### src/svpwm_pkg.sv
`timescale 1ns / 1ps
package svpwm_pkg;

  localparam int unsigned CntW     = 16;
  localparam int unsigned DataW    = 16;
  localparam int unsigned CmdW     = 3;
  localparam int unsigned CfgIdxW  = 3;
  localparam int unsigned DegW     = 8;
  localparam int unsigned ProdW    = DegW + DataW;
  localparam int unsigned QuotInW  = ProdW - 2;
  localparam int unsigned RecipW   = 23;
  localparam int unsigned RecipSh  = 28;
  localparam int unsigned MulW     = QuotInW + RecipW;

  // floor(p / 180) = floor((p >> 2) * ceil(2^28 / 45) >> 28) for p below 2^24
  localparam logic [RecipW-1:0] Recip45 = 23'd5965233;

  localparam logic [DegW-1:0]  AngleMax     = 8'd180;
  localparam logic [DataW-1:0] PrescaleRst  = 16'd99;
  localparam logic [DataW-1:0] PeriodTopRst = 16'd19999;
  localparam logic [DataW-1:0] MinPulseRst  = 16'd1000;
  localparam logic [DataW-1:0] MaxPulseRst  = 16'd2000;
  localparam logic [DataW-1:0] CompareRst   = 16'd1500;

  typedef enum logic [CmdW-1:0] {
    CMD_TICK  = 3'd0,
    CMD_PULSE = 3'd1,
    CMD_ANGLE = 3'd2,
    CMD_FORCE = 3'd3,
    CMD_START = 3'd4,
    CMD_STOP  = 3'd5
  } cmd_e;

  typedef enum logic [CfgIdxW-1:0] {
    CFG_PRESCALE   = 3'd0,
    CFG_PERIOD_TOP = 3'd1,
    CFG_MIN_PULSE  = 3'd2,
    CFG_MAX_PULSE  = 3'd3,
    CFG_MODE_TWO   = 3'd4,
    CFG_PRELOAD_ON = 3'd5,
    CFG_OUT_EN     = 3'd6
  } cfg_idx_e;

endpackage

### src/svpwm_in_if.sv
`timescale 1ns / 1ps
interface svpwm_in_if
  import svpwm_pkg::*;
();
  logic             valid;
  logic             ready;
  logic [CmdW-1:0]  cmd;
  logic [DataW-1:0] value;

  modport source (output valid, output cmd, output value, input ready);
  modport sink   (input valid, input cmd, input value, output ready);
endinterface

### src/svpwm_out_if.sv
`timescale 1ns / 1ps
interface svpwm_out_if
  import svpwm_pkg::*;
();
  logic             valid;
  logic             ready;
  logic             pwm_pin;
  logic [CntW-1:0]  count_now;
  logic             update_event;
  logic [DataW-1:0] active_compare;

  modport source (output valid, output pwm_pin, output count_now, output update_event,
                  output active_compare, input ready);
  modport sink   (input valid, input pwm_pin, input count_now, input update_event,
                  input active_compare, output ready);
endinterface

### src/servo_pwm_timer_channel.sv
`timescale 1ns / 1ps
// channel  | direction | beat contents
// in_i     | sink      | cmd, value
// out_o    | source    | pwm_pin, count_now, update_event, active_compare
// cfg      | write     | cfg_we_i, cfg_index_i, cfg_wdata_i
//
// one beat accepted every cycle unless out_o stalls the pipe
// the two angle multiply stages lie ahead of the state update
// reset clears registers to defaults, counter stopped, compare 1500
// the whole pipe holds while a result waits and out_o is not ready
module servo_pwm_timer_channel
  import svpwm_pkg::*;
(
  input  logic               clk_i,
  input  logic               rst_ni,
  input  logic               cfg_we_i,
  input  logic [CfgIdxW-1:0] cfg_index_i,
  input  logic [DataW-1:0]   cfg_wdata_i,
  svpwm_in_if.sink           in_i,
  svpwm_out_if.source        out_o
);

  // configuration
  logic [DataW-1:0] prescale_q, period_top_q, min_pulse_q, max_pulse_q;
  logic             mode_two_q, preload_on_q, out_en_q;

  always_ff @(posedge clk_i or negedge rst_ni) begin
    if (!rst_ni) begin
      prescale_q   <= PrescaleRst;
      period_top_q <= PeriodTopRst;
      min_pulse_q  <= MinPulseRst;
      max_pulse_q  <= MaxPulseRst;
      mode_two_q   <= 1'b0;
      preload_on_q <= 1'b1;
      out_en_q     <= 1'b1;
    end else if (cfg_we_i) begin
      unique case (cfg_index_i)
        CFG_PRESCALE:   prescale_q   <= cfg_wdata_i;
        CFG_PERIOD_TOP: period_top_q <= cfg_wdata_i;
        CFG_MIN_PULSE:  min_pulse_q  <= cfg_wdata_i;
        CFG_MAX_PULSE:  max_pulse_q  <= cfg_wdata_i;
        CFG_MODE_TWO:   mode_two_q   <= cfg_wdata_i[0];
        CFG_PRELOAD_ON: preload_on_q <= cfg_wdata_i[0];
        CFG_OUT_EN:     out_en_q     <= cfg_wdata_i[0];
        default: ;
      endcase
    end
  end

  // pipe advance
  logic en;
  logic out_valid_q;
  assign en         = !out_valid_q || out_o.ready;
  assign in_i.ready = en;

  // stage one: angle times span
  logic [DegW-1:0]  deg;
  logic [DataW-1:0] span;
  logic [ProdW-1:0] prod_d;
  logic             s1_valid_q;
  logic [CmdW-1:0]  s1_cmd_q;
  logic [DataW-1:0] s1_value_q;
  logic [ProdW-1:0] s1_prod_q;

  assign deg    = (in_i.value > DataW'(AngleMax)) ? AngleMax : in_i.value[DegW-1:0];
  assign span   = max_pulse_q - min_pulse_q;
  assign prod_d = ProdW'(deg) * ProdW'(span);

  // stage two: divide by 180 through the reciprocal
  logic [MulW-1:0]  mul_d;
  logic             s2_valid_q;
  logic [CmdW-1:0]  s2_cmd_q;
  logic [DataW-1:0] s2_value_q;
  logic [DataW-1:0] s2_quot_q;

  assign mul_d = MulW'(s1_prod_q[ProdW-1:2]) * MulW'(Recip45);

  always_ff @(posedge clk_i or negedge rst_ni) begin
    if (!rst_ni) begin
      s1_valid_q <= 1'b0;
      s2_valid_q <= 1'b0;
    end else if (en) begin
      s1_valid_q <= in_i.valid;
      s2_valid_q <= s1_valid_q;
    end
  end

  always_ff @(posedge clk_i) begin
    if (en) begin
      s1_cmd_q   <= in_i.cmd;
      s1_value_q <= in_i.value;
      s1_prod_q  <= prod_d;
      s2_cmd_q   <= s1_cmd_q;
      s2_value_q <= s1_value_q;
      s2_quot_q  <= mul_d[RecipSh+DataW-1:RecipSh];
    end
  end

  // stage three: timer state
  logic [DataW-1:0] pre_cnt_q, pre_cnt_d;
  logic [CntW-1:0]  main_cnt_q, main_cnt_d;
  logic [DataW-1:0] pending_q, pending_d;
  logic [DataW-1:0] shadow_q, shadow_d;
  logic             running_q, running_d;
  logic             update_d;
  logic [DataW-1:0] pulse_raw, pulse_lo, pulse_clamp;
  logic             pin_d;
  logic             step;

  assign step        = en && s2_valid_q;
  assign pulse_raw   = (s2_cmd_q == CMD_ANGLE) ? (min_pulse_q + s2_quot_q) : s2_value_q;
  assign pulse_lo    = (pulse_raw < min_pulse_q) ? min_pulse_q : pulse_raw;
  assign pulse_clamp = (pulse_lo > max_pulse_q) ? max_pulse_q : pulse_lo;

  always_comb begin
    pre_cnt_d  = pre_cnt_q;
    main_cnt_d = main_cnt_q;
    pending_d  = pending_q;
    shadow_d   = shadow_q;
    running_d  = running_q;
    update_d   = 1'b0;
    case (s2_cmd_q)
      CMD_TICK: begin
        if (running_q) begin
          if (pre_cnt_q >= prescale_q) begin
            pre_cnt_d = '0;
            if (main_cnt_q >= CntW'(period_top_q)) begin
              main_cnt_d = '0;
              shadow_d   = pending_q;
              update_d   = 1'b1;
            end else begin
              main_cnt_d = main_cnt_q + 1'b1;
            end
          end else begin
            pre_cnt_d = pre_cnt_q + 1'b1;
          end
        end
      end
      CMD_PULSE, CMD_ANGLE: begin
        pending_d = pulse_clamp;
        if (!preload_on_q) begin
          shadow_d = pulse_clamp;
        end
      end
      CMD_FORCE: begin
        pre_cnt_d  = '0;
        main_cnt_d = '0;
        shadow_d   = pending_q;
        update_d   = 1'b1;
      end
      CMD_START: running_d = 1'b1;
      CMD_STOP:  running_d = 1'b0;
      default: ;
    endcase
  end

  assign pin_d = out_en_q & ((CntW'(shadow_d) > main_cnt_d) ^ mode_two_q);

  always_ff @(posedge clk_i or negedge rst_ni) begin
    if (!rst_ni) begin
      pre_cnt_q  <= '0;
      main_cnt_q <= '0;
      pending_q  <= CompareRst;
      shadow_q   <= CompareRst;
      running_q  <= 1'b0;
    end else if (step) begin
      pre_cnt_q  <= pre_cnt_d;
      main_cnt_q <= main_cnt_d;
      pending_q  <= pending_d;
      shadow_q   <= shadow_d;
      running_q  <= running_d;
    end
  end

  // result register
  logic             out_pin_q;
  logic [CntW-1:0]  out_count_q;
  logic             out_update_q;
  logic [DataW-1:0] out_compare_q;

  always_ff @(posedge clk_i or negedge rst_ni) begin
    if (!rst_ni) begin
      out_valid_q <= 1'b0;
    end else if (en) begin
      out_valid_q <= s2_valid_q;
    end
  end

  always_ff @(posedge clk_i) begin
    if (step) begin
      out_pin_q     <= pin_d;
      out_count_q   <= main_cnt_d;
      out_update_q  <= update_d;
      out_compare_q <= shadow_d;
    end
  end

  assign out_o.valid          = out_valid_q;
  assign out_o.pwm_pin        = out_pin_q;
  assign out_o.count_now      = out_count_q;
  assign out_o.update_event   = out_update_q;
  assign out_o.active_compare = out_compare_q;

  // checks
  a_update_clears_count : assert property (@(posedge clk_i) disable iff (!rst_ni)
    out_valid_q && out_update_q |-> out_count_q == '0)
    else $error("update beat with non-zero count");

  a_shadow_held : assert property (@(posedge clk_i) disable iff (!rst_ni)
    step && preload_on_q && !update_d |=> shadow_q == $past(shadow_q))
    else $error("shadow compare changed without update");

  a_pending_clamped : assert property (@(posedge clk_i) disable iff (!rst_ni)
    step && (s2_cmd_q == CMD_PULSE || s2_cmd_q == CMD_ANGLE) && min_pulse_q <= max_pulse_q
    |=> pending_q >= min_pulse_q && pending_q <= max_pulse_q)
    else $error("pending compare outside pulse limits");

  a_stopped_holds : assert property (@(posedge clk_i) disable iff (!rst_ni)
    step && s2_cmd_q == CMD_TICK && !running_q
    |=> main_cnt_q == $past(main_cnt_q) && pre_cnt_q == $past(pre_cnt_q))
    else $error("counter moved while stopped");

endmodule
### src/flat_wrapper.sv
// flat-port wrapper written by rule: the top's interface ports become plain ports
module servo_pwm_timer_channel_flat import svpwm_pkg::*;
  (clk_i, rst_ni, cfg_we_i, cfg_index_i, cfg_wdata_i, in_i_valid, in_i_cmd, in_i_value, in_i_ready, out_o_valid, out_o_pwm_pin, out_o_count_now, out_o_update_event, out_o_active_compare, out_o_ready);
  svpwm_in_if in_i_i ();
  svpwm_out_if out_o_i ();
  input  logic clk_i;
  input  logic rst_ni;
  input  logic cfg_we_i;
  input  logic [CfgIdxW-1:0] cfg_index_i;
  input  logic [DataW-1:0] cfg_wdata_i;
  input wire logic [$bits(in_i_i.valid)-1:0] in_i_valid;
  input wire logic [$bits(in_i_i.cmd)-1:0] in_i_cmd;
  input wire logic [$bits(in_i_i.value)-1:0] in_i_value;
  output wire logic [$bits(in_i_i.ready)-1:0] in_i_ready;
  output wire logic [$bits(out_o_i.valid)-1:0] out_o_valid;
  output wire logic [$bits(out_o_i.pwm_pin)-1:0] out_o_pwm_pin;
  output wire logic [$bits(out_o_i.count_now)-1:0] out_o_count_now;
  output wire logic [$bits(out_o_i.update_event)-1:0] out_o_update_event;
  output wire logic [$bits(out_o_i.active_compare)-1:0] out_o_active_compare;
  input wire logic [$bits(out_o_i.ready)-1:0] out_o_ready;
  assign in_i_i.valid = in_i_valid;
  assign in_i_i.cmd = in_i_cmd;
  assign in_i_i.value = in_i_value;
  assign in_i_ready = in_i_i.ready;
  assign out_o_valid = out_o_i.valid;
  assign out_o_pwm_pin = out_o_i.pwm_pin;
  assign out_o_count_now = out_o_i.count_now;
  assign out_o_update_event = out_o_i.update_event;
  assign out_o_active_compare = out_o_i.active_compare;
  assign out_o_i.ready = out_o_ready;
  servo_pwm_timer_channel u_core (.clk_i(clk_i), .rst_ni(rst_ni), .cfg_we_i(cfg_we_i), .cfg_index_i(cfg_index_i), .cfg_wdata_i(cfg_wdata_i), .in_i(in_i_i), .out_o(out_o_i));
endmodule
### config.mk
export PLATFORM = sky130hd
export DESIGN_NAME = servo_pwm_timer_channel_flat
export DESIGN_NICKNAME = d
export VERILOG_FILES = /design/src/svpwm_pkg.sv /design/src/svpwm_in_if.sv /design/src/svpwm_out_if.sv /design/src/servo_pwm_timer_channel.sv /design/src/flat_wrapper.sv
export SDC_FILE = /design/constraint.sdc
export NUM_CORES = 1
export LEC_CHECK = 0
export ABC_AREA = 1
export BUFFER_PORTS_ARGS = -buffer_cell sky130_fd_sc_hd__buf_2
export CAP_MARGIN = 20
export CORE_MARGIN = 3
export CORE_UTILIZATION = 61
export DETAILED_ROUTE_END_ITERATION = 12
export GPL_ROUTABILITY_DRIVEN = 0
export GPL_TIMING_DRIVEN = 0
export HOLD_SLACK_MARGIN = 0.08
export PLACE_DENSITY = 0.79
export SYNTH_ARGS = -nofsm -noshare
export SYNTH_HDL_FRONTEND = slang
export SYNTH_SLANG_ARGS = --single-unit
export TNS_END_PERCENT = 10
### constraint.sdc
create_clock -name clk_i -period 8.86 [get_ports clk_i]
set_input_delay 1.772 -clock clk_i [delete_from_list [all_inputs] [get_ports clk_i]]
set_output_delay 1.772 -clock clk_i [all_outputs]
set_load 0.03 [all_outputs]
Yosys cells after proc, flatten, opt, wreduce, memory -nomap -nowiden
Index checks and enable logic that the tools add are counted.
{ "word_totals": {"register_bits": 247, "output_inout_bits": 36, "wordCells": 90} }
{ "classes": {"n_addsub": 4, "mul": 2, "order_cmp": 6, "eq_ne": 12, "muxes": 21, "n_bitwise": 2, "n_reduce_logical": 18} }
{ "op_table": {"columns": ["cell", "n"], "rows": [
  ["2-to-1 mux 16 bit", 12],
  ["one-hot mux 16 bit (2 select lines)", 2],
  ["one-hot mux 16 bit (3 select lines)", 1],
  ["multiplier 22 x 23 -> 44 bit, second input constant", 1],
  ["adder 16 x 1 -> 16 bit, second input constant", 2],
  ["greater-or-equal comparator 16 bit", 2],
  ["> comparator 16 bit", 2],
  ["multiplier 8 x 16 -> 24 bit", 1],
  ["AND reduction 2 bit", 9],
  ["adder 16 bit", 1],
  ["> comparator 16 x 8 -> 1 bit, second input constant", 1],
  ["less-than comparator 16 bit", 1],
  ["subtractor 16 bit", 1],
  ["equality test 3 bit, second input constant", 5],
  ["equality test 3 x 2 -> 1 bit, second input constant", 4],
  ["2-to-1 mux 8 bit", 1],
  ["equality test 3 x 1 -> 1 bit, second input constant", 2],
  ["zero test 3 bit", 2],
  ["one-hot mux 1 bit (2 select lines)", 2],
  ["nonzero test 2 bit", 2],
  ["2-to-1 mux 1 bit", 3],
  ["AND reduction 3 bit", 1],
  ["!= test 2 x 1 -> 1 bit, second input constant", 1],
  ["OR reduction 2 bit", 1],
  ["other kinds (5)", 5]
]} }

Longest topological paths before layout
Gate-level depths: netlist of the first run.
{ "depth": {"depth_word": 11, "depth_mapped": 46} }

Worst setup path after synthesis of the first run
OpenSTA, ideal clock, no wires.
{ "synth_path": {"kind": "input port to flip-flop", "start": "input port in_i_value[9]", "end": "register u_core.s1_prod_q[21], data pin", "t_arrival_ps": 6814, "path_slack_ps": 1787, "cell_stages": 26, "n_path_buf": 1, "cell_sequence": "nor4_1 -> nand2_1 -> nor2_2 -> inv_2 -> o31ai_1 -> inv_1 -> nor2_1 -> buf_2 -> nor2_1 -> fa_1 -> fa_1 -> inv_1 -> fa_1 -> fa_1 -> inv_1 -> ha_1 -> nand2_1 -> a21oi_1 -> nor3_1 -> nor2_1 -> a31oi_1 -> o21ai_0 -> a21o_1 -> nand3_1 -> nand2_1 -> xor2_1"} }
{ "synth_via": {"elab_chain_len": 3} }
{ "synth_lines": {"columns": ["item", "line_no", "source"], "rows": [
  ["start, declared", "flat_wrapper.sv:13", "input wire logic [$bits(in_i_i.value)-1:0] in_i_value;"],
  ["> comparator 16 x 8 -> 1 bit", "servo_pwm_timer_channel.sv:65", "assign deg = (in_i.value > DataW'(AngleMax)) ? AngleMax : in_i.value[DegW-1:0];"],
  ["2-to-1 mux 8 bit", "servo_pwm_timer_channel.sv:65", null],
  ["multiplier 8 x 16 -> 24 bit", "servo_pwm_timer_channel.sv:67", "assign prod_d = ProdW'(deg) * ProdW'(span);"],
  ["named net u_core.prod_d[21]", "servo_pwm_timer_channel.sv:59", "logic [ProdW-1:0] prod_d;"],
  ["end signal, assigned", "servo_pwm_timer_channel.sv:92", "s1_prod_q <= prod_d;"],
  ["end, declared", "servo_pwm_timer_channel.sv:63", "logic [ProdW-1:0] s1_prod_q;"]
]} }
The timed path passes the listed nets, and every way through them passes these cells.
A chain may end at the register's enable or synchronous reset.

Worst setup path after layout of the first run
{ "layout_path": {"start": "input port in_i_value[13]", "end": "register u_core.s1_prod_q[23], data pin"} }
Same word-level chain as after synthesis.

==> summary.txt, run 1 <==
Floorplan
  • Effective utilization at floorplan: between 60 and 70%
  • Die width: 209 um
  • Row count: 73
  • Chip height: approximately 210 um
  • Number of top-level pins: a little under 80
  • Core area: about 40000 um2
  • Die area: 43700 um2

STA
  • Worst Tran Pin Value: between 0.8 and 0.9 ns
  • Setup repair after global routing missed its margin: false
  • Final Max Tran Viols: 0
  • Worst clock skew: about 0.016 ns
  • Final Setup Violations: 0
  • Fin. Hold Viols: 0
  • Setup TNS: 0 ns
  • Fmax: ~120 MHz
  • Post-layout minimum cycle time: a little over 8 ns
  • Period utilization: between 90% and 100%
  • Slew margin rel.: between 40% and 50%

Critical path
  • Crit. End Element: register
  • Most common cell on crit path: fa_1
  • CP Max Fanout: 10
  • Worst setup SP type: input pin
  • Crit path kind: input pin to register
  • Reg-to-reg startpoint: u_core.min_pulse_q[0]$_DFFE_PN0P_
  • Crit path DAT: between 8 and 9 ns
  • Cell family with most CP delay: adder cells
  • CP Data Required Time: about 9.3 ns
  • Worst path slowest cell: nor4_2
  • CP startpoint: in_i_value[13]
  • WP buf/inv: 6
  • Critical path's largest stage delay: 0.58 ns

Synthesis
  • Post-Syn Instances: 2973
  • Synthesis Warnings: 0
  • Synthesized Nets: approximately 3600
  • Synth cell types: 55
  • Syn_area_per_cell: between 8 and 9 um2
  • Sequential-to-total area share from yosys stat: between 20% and 30%
  • Netlist Area Pre-Place: approximately 25000 um2
  • Number of synthesized register bits: 245

CTS
  • CTS tree: done
  • Clk_lat worst skew: 0.57 ns
  • H-tree Lvls: 1
  • Count of hold-fix buffers inserted at cts: 0
  • Post-CTS setup buffers: 0
  • Clk slew on worst S/H paths: 0.06 ns
  • Num CTS Buffers: 28
  • Root buf cell: clkbuf_16
  • Clock Sinks: around 250
  • Max Root-Sink Buffers: 3

Layout
  • Most frequent cells in the layout: inv_1 (595), nand2_1 (559), ha_1 (335)
  • Share of layout cells above drive strength 1: 7.86%
  • Final #Nets: between 3000 and 4000
  • Diodes inserted: 0
  • Fillers: approximately 3200
  • Layout area overhead: 8.06%
  • Commonest non-fill, non-tap cell in the layout: inv_1

Global route
  • First-pass GRT wire length: about 110000 um
  • GRT overflow: 0
  • Antenna violations before repair: 1
  • GR Util All Layers: 31.1%
  • GR peak layer: met2
  • Met3 Usage GRT: about 5.1%
  • Grt met1 use: 38.9%
  • Vias in the first global route: 21800
  • Met2 Track Usage GR: 52.7%
  • Largest net degree at the start of global routing: just over 100

Route
  • DRC violations left: 0
  • Post-DR vias/cell: approximately 5.9
  • Number of DRC markers in iteration 0: roughly 1900
  • Total iterations of the first detailed-routing run: 6
  • DRT antenna net count: 0
  • Vias: approximately 21000
  • Overall routed net length: between 60000 and 70000 um
  • WL per Instance: 18.7 um

Hold path
  • Min-Delay Path Class: register to register
  • Worst hold path startpoint: u_core.s1_value_q[13]$_DFFE_PN_

Placement
  • PortBufs: 78
  • DP HPWL: about 55000 um

Run
  • Max Cap Viol: 0

Run status
  • Outcome: complete, no violations
## path summary, 6_finish.rpt
path	to	slack (ns)	cells after the start
setup / recovery	u_core.s1_prod_q[23]$_DFFE_PN_	0.69	26
hold / removal	u_core.s2_value_q[13]$_DFFE_PN_	0.41	0
setup reg to reg	u_core.out_o.pwm_pin$_DFFE_PP_	0.78	43
hold reg to reg	u_core.s2_value_q[13]$_DFFE_PN_	0.41	0
max in group asynchronous	u_core.shadow_q[6]$_DFFE_PN1P_	6.94	2
min in group asynchronous	u_core.pre_cnt_q[3]$_DFFE_PN0P_	1.09	1
## cell usage after synthesis, drive strengths merged
master	number	share of area, %
a211oi	4	0.12
a21boi	22	0.66
a21o	6	0.18
a21oi	187	3.7
a221oi	3	0.10
a22o	1	0.035
a31oi	12	0.30
a41oi	14	0.49
and2	17	0.42
and3	1	0.025
buf	19	0.43
clkbuf	36	0.54
dfrtp	94	9.4
dfstp	41	4.3
edfxtp	110	13
fa	214	17
ha	335	17
inv	602	9.0
nand2	571	8.7
nand3	148	3.1
nand3b	3	0.090
nand4	14	0.35
nor2	180	2.8
nor3	19	0.44
nor4	10	0.31
o2111ai	2	0.070
o211ai	8	0.24
o21a	6	0.18
o21ai	170	3.4
o21bai	6	0.18
o221ai	3	0.10
o22ai	19	0.47
o31ai	4	0.12
o32ai	6	0.24
or2	28	0.70
xnor2	21	0.73
xor2	37	1.3
## stage by stage
stage          cells  setup slack, ns  util, %  hold slack (ns)  cell area [um2]
3_3_place_gp    3576           -0.160     65.1            0.405            26200
3_5_place_dp    3578           -0.241     65.3            0.405            26200
6_report        3630            0.686     67.6            0.413            27100
5_1_grt         3630            0.174     67.6            0.422            27100
2_1_floorplan   2973             1.79        -            0.400            25100
4_1_cts         3630            0.342     67.5            0.416            27100
## state kept, by name, summed over array words and instances, names as in the netlist, 16 cells and up
register	flops
u_core.s1_value_q	16
u_core.min_pulse_q	16
u_core.pending_q	16
u_core.out_o.active_compare	16
u_core.out_o.count_now	16
u_core.pre_cnt_q	16
u_core.s1_prod_q	22
u_core.prescale_q	16
u_core.shadow_q	16
u_core.s2_quot_q	16
u_core.s2_value_q	16
u_core.max_pulse_q	16
u_core.period_top_q	16
u_core.main_cnt_q	16
## cell families after synthesis
family	after synthesis	share of synthesized area (%)
AOI/OAI and AO/OA	473	10.6
xor gates and xnor gates	58	2.02
adders and majority gates	549	33.7
buffers and inverters	657	9.97
DFF	245	26.8
and+or+nand+nor	991	16.9
## timing repair
action	CTS	global route
resized for setup	0	1
endpoints found under the setup margin	0	3
hold endpoints to repair	0	0
## final cells by class
class / instances / area (um2) / area share, %
plain buffers: 55 / 243 / 0.894
clock buffers: 34 / 737 / 2.71
clock inverters: 18 / 171 / 0.631
inverters: 602 / 2260 / 8.34
multi-input cells: 2071 / 15900 / 58.5
flip-flops and latches: 245 / 6730 / 24.8
well taps: 525 / 657 / 2.42
repair buffers: 80 / 452 / 1.66
## layer usage
layer | share of wire [%] | vias up | wire, um
met5 | 0.024 | - | 16
met4 | 5.8 | 2 | 3910
met3 | 7.9 | 286 | 5360
met2 | 48 | 998 | 32300
met1 | 39 | 10200 | 26300
li1 | - | 9824 | -
Power of run 1 is left out: the tool's default activity adds up to more than one toggle a clock period on the data nets, which glitch-free logic cannot reach.
==> inputs of run 2 (changes only) <==
--- a/config.mk
+++ b/config.mk
@@ -15,6 +15,7 @@
 export GPL_TIMING_DRIVEN = 0
 export HOLD_SLACK_MARGIN = 0.08
 export PLACE_DENSITY = 0.79
+export REMOVE_ABC_BUFFERS = 1
 export SYNTH_ARGS = -nofsm -noshare
 export SYNTH_HDL_FRONTEND = slang
 export SYNTH_SLANG_ARGS = --single-unit
==> summary.txt, run 2 (same netlist as run 1, synthesis figures left out) <==
Layout
  • Diodes inserted: 0 (unchanged)
  • Commonest non-fill, non-tap cell in the layout: inv_1
  • Most frequent cells in the layout: inv_1 (595), nand2_1 (559), ha_1 (335)
  • Final #Nets: 3633 (-1.1%)
  • Most flops, register: u_core.s1_prod_q
  • Fillers: 3115 (-2.3%)
  • Register area: 6730 um2 (unchanged)
  • Layout area overhead: 8.41%
  • Flip-flop count of the largest register after layout: 22 (unchanged)
  • Final Non-Filler Cells: 3589 (-1.1%)
  • Share of layout cells above drive strength 1: 7.93% (+0.073 points)
  • Area of the multi-input gates: 15900 um2 (about the same)

Floorplan
  • Effective utilization at floorplan: 62.5% (unchanged)
  • Chip height: 209 um (unchanged)
  • Number of top-level pins: 79 (unchanged)
  • Core area: 40200 um2 (unchanged)
  • Die width: 209 um (unchanged)
  • Row count: 73 (unchanged)
  • Die area: 43700 um2 (unchanged)

STA
  • Setup repair after global routing missed its margin: false
  • Final Setup Violations: 0 (unchanged)
  • Worst clock skew: 0.0170 ns (+0.00141 ns)
  • Post-layout minimum cycle time: 8.40 ns (+0.226 ns)
  • Worst Setup Slack, final: 0.461 ns (-0.226 ns)
  • Fin. Hold Viols: 0 (unchanged)
  • Slew margin rel.: 33.2% (-7.1 points)
  • Period utilization: 94.8% (+2.5 points)
  • Final Max Tran Viols: 0 (unchanged)
  • Fmax: 119 MHz (-2.7%)
  • Worst Tran Pin Value: 0.999 ns (+0.110 ns)

Placement
  • Pre-CTS setup slack: -0.0781 ns (+0.163 ns)
  • PortBufs: 78 (unchanged)
  • DP HPWL: 53000 um (-4.4%)
  • Inst Count DP: 3530 (-1.3%)

CTS
  • Count of hold-fix buffers inserted at cts: 0 (unchanged)
  • Clk_lat worst skew: 0.58 ns (about the same)
  • Num CTS Buffers: 29 (+3.6%)
  • CTS tree: done
  • Post_cts resized: 0 (unchanged)
  • H-tree Lvls: 1 (unchanged)
  • Max Root-Sink Buffers: 3 (unchanged)
  • Root buf cell: clkbuf_16
  • Clock Sinks: 245 (unchanged)
  • Clk slew on worst S/H paths: 0.06 ns (about the same)

Critical path
  • Crit path DAT: 8.78 ns (+0.22 ns)
  • Worst setup SP type: input pin
  • CP Data Required Time: 9.24 ns (about the same)
  • Critical path's largest stage delay: 0.62 ns (+0.04 ns)
  • WP buf/inv: 5 (-1)
  • Most common cell on crit path: fa_1
  • Worst path slowest cell: nor4_1
  • CP Max Fanout: 12 (+2)
  • Crit path kind: input pin to register
  • Crit. End Element: register
  • Cell family with most CP delay: adder cells

Route
  • Post-DR vias/cell: 5.83 (-0.65%)
  • DRT antenna net count: 0 (unchanged)
  • Vias: 20900 (-1.8%)
  • DRC violations left: 0 (unchanged)
  • Overall routed net length: 65900 um (-2.9%)
  • WL per Instance: 18.4 um (-1.8%)
  • Total iterations of the first detailed-routing run: 8 (+2)
  • Number of DRC markers in iteration 0: 2313 (+19%)

Global route
  • GR Util All Layers: 30.3% (-0.88 points)
  • GRT overflow: 0 (unchanged)
  • Vias in the first global route: 21300 (-2.5%)
  • Antenna violations before repair: 0 (-1)
  • Largest net degree at the start of global routing: 97 (-4.0%)
  • First-pass GRT wire length: 107000 um (-2.6%)

Run
  • Max Cap Viol: 0 (unchanged)

Run status
  • Outcome: complete, no violations

Hold path
  • Min-Delay Path Class: register to register
run 2: through the flow:
stage          TNS (ns)  util [%]  hold WS (ns)  cell area [um2]
6_report              0      67.8         0.419            27200
3_3_place_gp     -36.66      64.5         0.402            25900
3_5_place_dp    -0.0781      65.0         0.405            26100
2_1_floorplan         0         -         0.400            24900
5_1_grt               0      67.8         0.426            27200
4_1_cts               0      67.6         0.420            27200
run 2: final timing paths:
kind	from	end	slack, ns	cells past startpoint
setup / recovery	in_i_value[13]	u_core.s1_prod_q[23]$_DFFE_PN_	0.46	25
hold / removal	u_core.s1_value_q[6]$_DFFE_PN_	u_core.s2_value_q[6]$_DFFE_PN_	0.42	0
setup reg to reg	u_core.min_pulse_q[0]$_DFFE_PN0P_	u_core.out_o.pwm_pin$_DFFE_PP_	0.86	42
hold reg to reg	u_core.s1_value_q[6]$_DFFE_PN_	u_core.s2_value_q[6]$_DFFE_PN_	0.42	0
max in group asynchronous	rst_ni	u_core.prescale_q[5]$_DFFE_PN1P_	6.94	2
min in group asynchronous	rst_ni	u_core.prescale_q[13]$_DFFE_PN0P_	1.10	1
run 2: what timing repair did:
item                                    CTS  global route
buffers inserted                          0             4
hold endpoints to repair                  0             0
endpoints found under the setup margin    0             1
run 2: area by class of cell:
| cell class | instances | area share (%) |
|---|---|---|
| tap | 525 | 2.41 |
| multi-input combinational | 2071 | 58.4 |
| sequential | 245 | 24.7 |
| timing repair buffer | 92 | 2.37 |
| clock inverter | 23 | 1.13 |
| inverter | 602 | 8.31 |
| clock buffer | 31 | 2.69 |
run 2: worst reg2reg max path, delay by kind of cell, from the launching register on:
kind	cells	cell delay [ns]
adder cells (fa/ha/maj)	5	1.40
buffers and inverters	3	0.79
flip-flops	1	0.53
AO/OA/AOI/OAI	7	1.70
AND/OR/NAND/NOR	27	3.35
run 2: routing by layer:
layer / vias up / global-route usage, % / wire [um]
li1: 9745 / - / -
met1: 10000 / 38.4 / 26000
met2: 968 / 51.3 / 31300
met3: 226 / 4.64 / 4970
met4: 0 / 13.8 / 3600
met5: - / 0 / 0
Power of run 2 is left out for the same reason.
